## config.mk

```make
export PLATFORM = sky130hd
export DESIGN_NAME = pcds_divider
export DESIGN_NICKNAME = d
export VERILOG_FILES = /design/src/sv/pcds_divider.sv
export SDC_FILE = /design/constraint.sdc
export NUM_CORES = 1
export LEC_CHECK = 0
export CORE_ASPECT_RATIO = 0.5
export CORE_MARGIN = 5
export CORE_UTILIZATION = 44
export DETAILED_ROUTE_END_ITERATION = 16
export DONT_BUFFER_PORTS = 1
export GPL_TIMING_DRIVEN = 0
export MAX_ROUTING_LAYER = met4
export SYNTH_ARGS = -nofsm -noshare
export SYNTH_HDL_FRONTEND = slang
export SYNTH_SLANG_ARGS = --single-unit
```

## constraint.sdc

```tcl
create_clock -name clk -period 4 [get_ports clk]
set_input_delay 0.2 -clock clk [delete_from_list [all_inputs] [get_ports clk]]
set_output_delay 0.2 -clock clk [all_outputs]
set_load 0.005 [all_outputs]
```

## src/sv/pcds_divider.sv

```systemverilog
// Restoring bit-serial divider: floor(numer / denom), one quotient bit per cycle.
`timescale 1ns / 1ps
module pcds_divider #(
	parameter int NUM_BITS = 32,
	parameter int DEN_BITS = 26,
	parameter int QUO_BITS = 17
) (
	input  logic                clk,
	input  logic                arst_n,
	input  logic                start,
	input  logic [NUM_BITS-1:0] numer,
	input  logic [DEN_BITS-1:0] denom,
	output logic                done,
	output logic [QUO_BITS-1:0] quotient
);
	localparam int CNT_BITS = $clog2(NUM_BITS + 1);

	logic [NUM_BITS-1:0] num_q;
	logic [DEN_BITS:0]   rem_q;
	logic [DEN_BITS-1:0] den_q;
	logic [NUM_BITS-1:0] quo_q;
	logic [CNT_BITS-1:0] cnt_q;
	logic                busy_q;
	logic [DEN_BITS+1:0] trial;
	logic [DEN_BITS:0]   shifted;

	// Shift in the next numerator bit and try the subtract
	assign shifted = {rem_q[DEN_BITS-1:0], num_q[NUM_BITS-1]};
	assign trial   = {1'b0, shifted} - {2'b00, den_q};

	always_ff @(posedge clk or negedge arst_n) begin
		if (!arst_n) begin
			busy_q <= 1'b0;
			cnt_q  <= '0;
			done   <= 1'b0;
		end else begin
			done <= 1'b0;
			if (start) begin
				busy_q <= 1'b1;
				cnt_q  <= CNT_BITS'(NUM_BITS);
			end else if (busy_q) begin
				cnt_q <= cnt_q - 1'b1;
				if (cnt_q == CNT_BITS'(1)) begin
					busy_q <= 1'b0;
					done   <= 1'b1;
				end
			end
		end
	end

	// Datapath: remainder, shifting numerator and quotient
	always_ff @(posedge clk) begin
		if (start) begin
			num_q <= numer;
			den_q <= denom;
			rem_q <= '0;
			quo_q <= '0;
		end else if (busy_q) begin
			num_q <= {num_q[NUM_BITS-2:0], 1'b0};
			if (!trial[DEN_BITS+1]) begin
				rem_q <= trial[DEN_BITS:0];
				quo_q <= {quo_q[NUM_BITS-2:0], 1'b1};
			end else begin
				rem_q <= shifted;
				quo_q <= {quo_q[NUM_BITS-2:0], 1'b0};
			end
		end
	end

	assign quotient = quo_q[QUO_BITS-1:0];

endmodule

```

==> flow_summary_export.csv, run 1 <==
group,metric,value,unit
clock_network,cts.sinks,109,
sta,setup_viol,0,
routing,drt-initial-drc-count,166,
finish,fillCellCount,1148,
synth,post_synth_xor_area_fraction,0.0444,
clock_network,clkTransAtPathRegs,80,ps
sta,tightest_slew,1210,ps
pwr,p_leak,0.00264,uW
job,max_cap_violations,0,
clock_network,max-clock-path-buffers,2,
sta,slew_viol_final,0,
floorplan,fp.dieArea,15000,um2
global_route,grt_usage,0.166,
synth,yosysUniqueCellTypes,48,
sta,setup_ws,705,ps
synth,syn_nets,602,
global_route,grt_pass1_vias,3904,
pwr,vdd_drop_max,0.000266,V
synth,ys_warn_count,0,
synth,synthAdderAreaFrac,0.0670,
routing,avgRoutedWirePerCell,15.9,um
sta,hold_violations,0,
floorplan,die_w,168,um
clock_network,clockRootBuffer,"clkbuf_16",
synth,synth_top_family_by_area,"compound AO/OA/AOI/OAI gates",
sta,rsz0062_at_grt,"false",
routing,viasPerCell,5.30,
floorplan,die_h,89.3,um
routing,routed_wl,11500,um
placed_design,finalWeightedCongestion,0.885,
floorplan,rows,28,
pwr,p_per_area,549,nW/um2
finish,fin_nets,641,
routing,drt_pass1_iterations,4,
global_route,grt_max_degree,33,
setup_path,cp.arrival,3560,ps
floorplan,core_area,12100,um2
synth,yosysSeqAreaShare,0.507,
synth,synth_compound_gate_area_share,0.137,
placed_design,dp_slack,683,ps
synth,synthCells,512,
synth,synth-edff-count,58,
sta,slew_headroom,0.190,
outcome,status,"finished, final reports clean",
hold_path,hp-class,"in2reg",
synth,yosysMostFrequentCell,"nor2_1",
setup_path,worstPathMaxFanout,2,
synth,synthTopCellsByArea,"edfxtp_1, dfxtp_1, ha_1",
global_route,overflow,0,
synth,synthesis.area,5530,um2
placed_design,hpwl,7990,um
synth,yosysTopAreaCell,"edfxtp_1",
clock_network,insertion_delay,350,ps
sta,fmax,303,MHz
setup_path,criticalPathCategory,"reg2reg",
clock_network,cts_buffers,9,
clock_network,cts_setup_buffers,0,
routing,num_vias,3818,
clock_network,cts_resized,0,
finish,layout-drive-gt1-share,0.103,
global_route,grt_pass1_wl,19400,um
synth,synth-simple-area-share,0.103,
finish,syn_to_final_growth,14.3,%
synth,synth-seq-cells,109,
setup_path,crit_path_start_kind,"flip-flop",
sta,skew,9.36,ps
pwr,p_total,3470,uW
clock_network,cts_tree,"built",
sta,period_share,0.824,
sta,timing.final.crit_period,3300,ps
clock_network,h-tree-depth,3,
synth,synthMuxAreaShare,0.101,
routing,drc,0,
finish,diodes,0,
sta,setup_tns,0,ps
global_route,antenna_found_initial,0,
setup_path,cp-end-kind,"flip-flop",
synth,syn_area_per_cell,10.8,um2
synth,async_flop_share,0.0734,
floorplan,start_util,0.459,
floorplan,io_pins,79,
synth,ys.flop_type,"edfxtp_1",
setup_path,cp.required,4260,ps
synth,synth_common_cells,"nor2_1, edfxtp_1, dfxtp_1, a21oi_1, inv_1",
routing,ant_nets,0,
synth,synth_top_area_frac,0.315,
placed_design,io_buffers,0,
power by group:
group | internal (uW) | total (uW) | switching [uW]
clock | 444 | 886 | 442
sequential | 1360 | 1480 | 114
combinational | 507 | 1100 | 597
logic make-up after synthesis:
family	Yosys count
compound gates	111
xor+xnor	28
mux	52
simple gates	128
flops	109
fa+ha+maj	29
buf+inv	55
routing by layer:
layer  vias to the layer above  global-route usage  wire length [um]  part of all wire
met1                      1814               0.220              5720              0.50
met2                        75               0.256              5140              0.45
met3                        16              0.0468               535             0.047
li1                       1913                   -                 -                 -
met5                         -                   -                 0                 0
met4                         0              0.0412                96            0.0084
worst max-delay path: stages (launching register included):
cell and delay [ps]:
edfxtp_1 390, inv_1 70, ha_1 130, inv_1 60, fa_1 420, a211oi_1 310, or4b_1 220, nand2_1 90
a221o_1 370, a31o_2 270, a221oi_1 350, xor2_1 120, o211a_1 220, nor3_1 180
timing repair:
action | 4_1_cts | 5_1_grt
endpoints found under the setup margin | 0 | 0
endpoints found under the hold margin | 60 | 0
hold buffers | 28 | 0
path summary, 6_finish.rpt:
kind                                 from         to  slack, ps  depth (start not counted)
worst max-delay path            num_q[31]  rem_q[22]        700                         13
worst min-delay path             numer[0]   num_q[0]         50                          1
worst max register to register  num_q[31]  rem_q[22]        700                         13
worst min register to register  rem_q[23]  rem_q[23]        510                          2
max in group asynchronous          arst_n   cnt_q[2]       3530                          1
min in group asynchronous          arst_n   cnt_q[0]        190                          1
layout by cell type, fill, tap and decap left out, types with 4 or more instances in the layout:
| master | count |
|---|---|
| xnor2_1 | 14 |
| o21ai_0 | 11 |
| a31oi_1 | 4 |
| edfxtp_1 | 58 |
| clkbuf_16 | 9 |
| o211ai_1 | 4 |
| mux2_2 | 31 |
| dfxtp_1 | 43 |
| inv_1 | 34 |
| nand2b_1 | 6 |
| and3_1 | 4 |
| xor2_1 | 14 |
| clkbuf_1 | 17 |
| a21o_1 | 9 |
| dfrtp_1 | 8 |
| nor2_1 | 76 |
| nand2_1 | 18 |
| a21oi_1 | 36 |
| nand3_1 | 4 |
| a211oi_1 | 24 |
| nor2b_1 | 7 |
| ha_1 | 28 |
| and2_1 | 5 |
| nor3_1 | 4 |
| dlygate4sd3_1 | 27 |
| mux2i_1 | 21 |
flip-flops by register name (all words and copies together) (netlist names):
name    count
den_q      26
cnt_q       6
done        1
quo_q      17
rem_q      26
busy_q      1
num_q      32
per-stage QoR:
step | cells | hold WS (ps) | util | instance area (um2)
after floorplan | 512 | -95.6 | - | 5530
after global placement | 677 | -95.2 | 0.476 | 5730
after detailed placement | 677 | -95.2 | 0.476 | 5730
after CTS | 721 | 37.4 | 0.524 | 6320
after global routing | 721 | 49.6 | 0.524 | 6320
final | 721 | 50.2 | 0.524 | 6320
area by class of cell:
| type | instances | area [um2] | share of cell area |
|---|---|---|---|
| Clock inverter | 6 | 65.1 | 0.0103 |
| Inverter | 34 | 128 | 0.0202 |
| Tap cell | 165 | 206 | 0.0327 |
| Clock buffer | 10 | 229 | 0.0362 |
| Sequential cell | 109 | 2800 | 0.444 |
| Buffer | 21 | 95.1 | 0.0151 |
| Timing Repair Buffer | 28 | 290 | 0.0459 |
| Multi-Input combinational cell | 348 | 2500 | 0.396 |
Power figures use the tool's default switching activity.
==> run 2, diff against run 1 <==
- clock period: 4 -> 3 ns (I/O delays scaled with it)
==> run 2 against run 1 <==
Power is 41% higher. Critical path depth unchanged. Clock skew about the same. Register-to-register slack worse by 700 ps. Combinational power is 59% higher. Cell area grew 4.6%. First-iteration DRC count fell by 14%. Maximum frequency increased by 9.9%.
==> flow_summary_export.csv, run 2 (synthesis results as in run 1) <==
group,metric,value,unit
hold_path,hp-class,"in2reg",
sta,hold_violations,0,
setup_path,ff2ff_path_depth,13,
clock_network,clkTransAtPathRegs,80,ps
global_route,antenna_found_initial,0,
pwr,p_leak,0.00275,uW
floorplan,io_pins,79,
routing,drc,0,
floorplan,die_h,89.3,um
setup_path,slowest_delay,400,ps
floorplan,rows,28,
setup_path,criticalPathCategory,"reg2reg",
clock_network,insertion_delay,350,ps
job,max_cap_violations,0,
floorplan,die_w,168,um
finish,fin_cells,737,
placed_design,hpwl,7990,um
clock_network,cts_buffers,9,
global_route,grt_usage,0.169,
routing,viasPerCell,5.30,
sta,skew,8.99,ps
finish,syn_to_final_growth,19.6,%
sta,fmax,333,MHz
sta,period_share,1.00,
setup_path,cp-end-kind,"flip-flop",
finish,diodes,0,
placed_design,finalWeightedCongestion,0.885,
global_route,grt_pass1_wl,19700,um
pwr,p_per_area,741,nW/um2
floorplan,core_area,12100,um2
global_route,grt_max_degree,33,
placed_design,io_buffers,0,
sta,timing.final.crit_period,3000,ps
routing,drt_pass1_iterations,6,
floorplan,fp.dieArea,15000,um2
outcome,status,"finished, final reports clean",
routing,drt-initial-drc-count,142,
hold_path,min_path_cells,1,
finish,layout-drive-gt1-share,0.170,
routing,num_vias,3904,
sta,slew_headroom,0.190,
routing,ant_nets,0,
global_route,overflow,0,
finish,fin_nets,657,
pwr,vdd_drop_max,0.000367,V
setup_path,cp.arrival,3210,ps
setup_path,crit_path_start_kind,"flip-flop",
clock_network,max-clock-path-buffers,2,
clock_network,cts.sinks,109,
setup_path,cp.required,3210,ps
clock_network,h-tree-depth,3,
floorplan,start_util,0.459,
routing,avgRoutedWirePerCell,16.1,um
sta,tightest_slew,1210,ps
setup_path,cp_slowest_cell,"edfxtp_1",
finish,top_register,"num_q",
sta,slew_viol_final,0,
sta,rsz0062_at_grt,"true",
finish,mostFrequentLayoutCell,"nor2_1",
finish,final_cell_mix,"nor2_1, edfxtp_1, dfxtp_1",
placed_design,place_inst,677,
finish,largestRegisters,"num_q: 32 flops, den_q: 26 flops, rem_q: 26 flops",
sta,setup_viol,0,
setup_path,worstPathMaxFanout,2,
sta,whs,17.3,ps
global_route,grt_pass1_vias,3975,
clock_network,clockRootBuffer,"clkbuf_16",
finish,largest_reg_flops,32,
setup_path,cp_cell_sequence,"inv_1 > ha_2 > inv_2 > fa_2 > a211oi_4 > or4b_4 > nand2_4 > a221o_1 > a31o_4 > a221oi_4 > xor2_1 > o211a_1 > nor3_2",
routing,routed_wl,11900,um
clock_network,cts_tree,"built",
-- run 2: changes by cell type in the layout (fill, tap and decap cells not counted), moves of 3 or more --
cell      delta
a211oi_1     -4
a211oi_2     +3
a21oi_1      -5
a21oi_2      +5
buf_4       +13
ha_1         -4
ha_2         +4
-- run 2: through the flow --
step	total power (uW)	setup slack, ps	instance area [um2]	setup TNS (ps)	utilization
2_1_floorplan	3130	133	5530	0	-
3_3_place_gp	3410	-241	5730	-4300	0.476
3_5_place_dp	3420	-317	5730	-5620	0.476
4_1_cts	4730	2.83	6380	0	0.530
5_1_grt	5220	-118	6610	-533	0.548
6_report	4900	1.07	6610	0	0.548
-- run 2: path summary, 6_finish.rpt --
path                            from   endpoint  slack [ps]
hold reg to reg            rem_q[23]  rem_q[23]         510
setup / recovery           num_q[31]  rem_q[22]           1
min in group asynchronous     arst_n   cnt_q[0]         150
setup reg to reg           num_q[31]  rem_q[22]           1
hold / removal             numer[29]  num_q[29]          20
max in group asynchronous     arst_n   cnt_q[2]        2580
-- run 2: what timing repair did --
item	in CTS	in global routing
gates resized for setup	5	32
hold buffers	29	1
setup endpoints to repair	26	25
setup buffers	5	9
hold endpoints to repair	61	1
pin swaps	5	16
-- run 2: worst max-delay path: cells and delay by family, from the launching register on --
family | cells | cell delay (ps)
buffers and inverters | 2 | 110
and+or+nand+nor | 3 | 280
DFF | 1 | 400
adders and majority gates | 2 | 550
xor gates and xnor gates | 1 | 180
AOI/OAI and AO/OA | 5 | 1330
-- run 2: cell type report --
cell class	instances	area (um2)
flip-flops and latches	109	2800
well taps	165	206
fillers	1121	5440
multi-input cells	348	2650
inverters	34	128
plain buffers	21	114
clock buffers	10	229
clock inverters	6	65.1
repair buffers	44	415
-- run 2: layer usage --
metal / track usage / vias up / share of wire
met5: - / - / 0
met4: 0.0464 / 0 / 0.013
met3: 0.0468 / 22 / 0.052
met2: 0.260 / 91 / 0.45
met1: 0.221 / 1845 / 0.48
li1: - / 1946 / -
-- run 2: report_power, final --
part	total, uW	internal, uW	switching [uW]
logic	1750	846	900
clock network	1180	592	590
registers	1970	1820	155
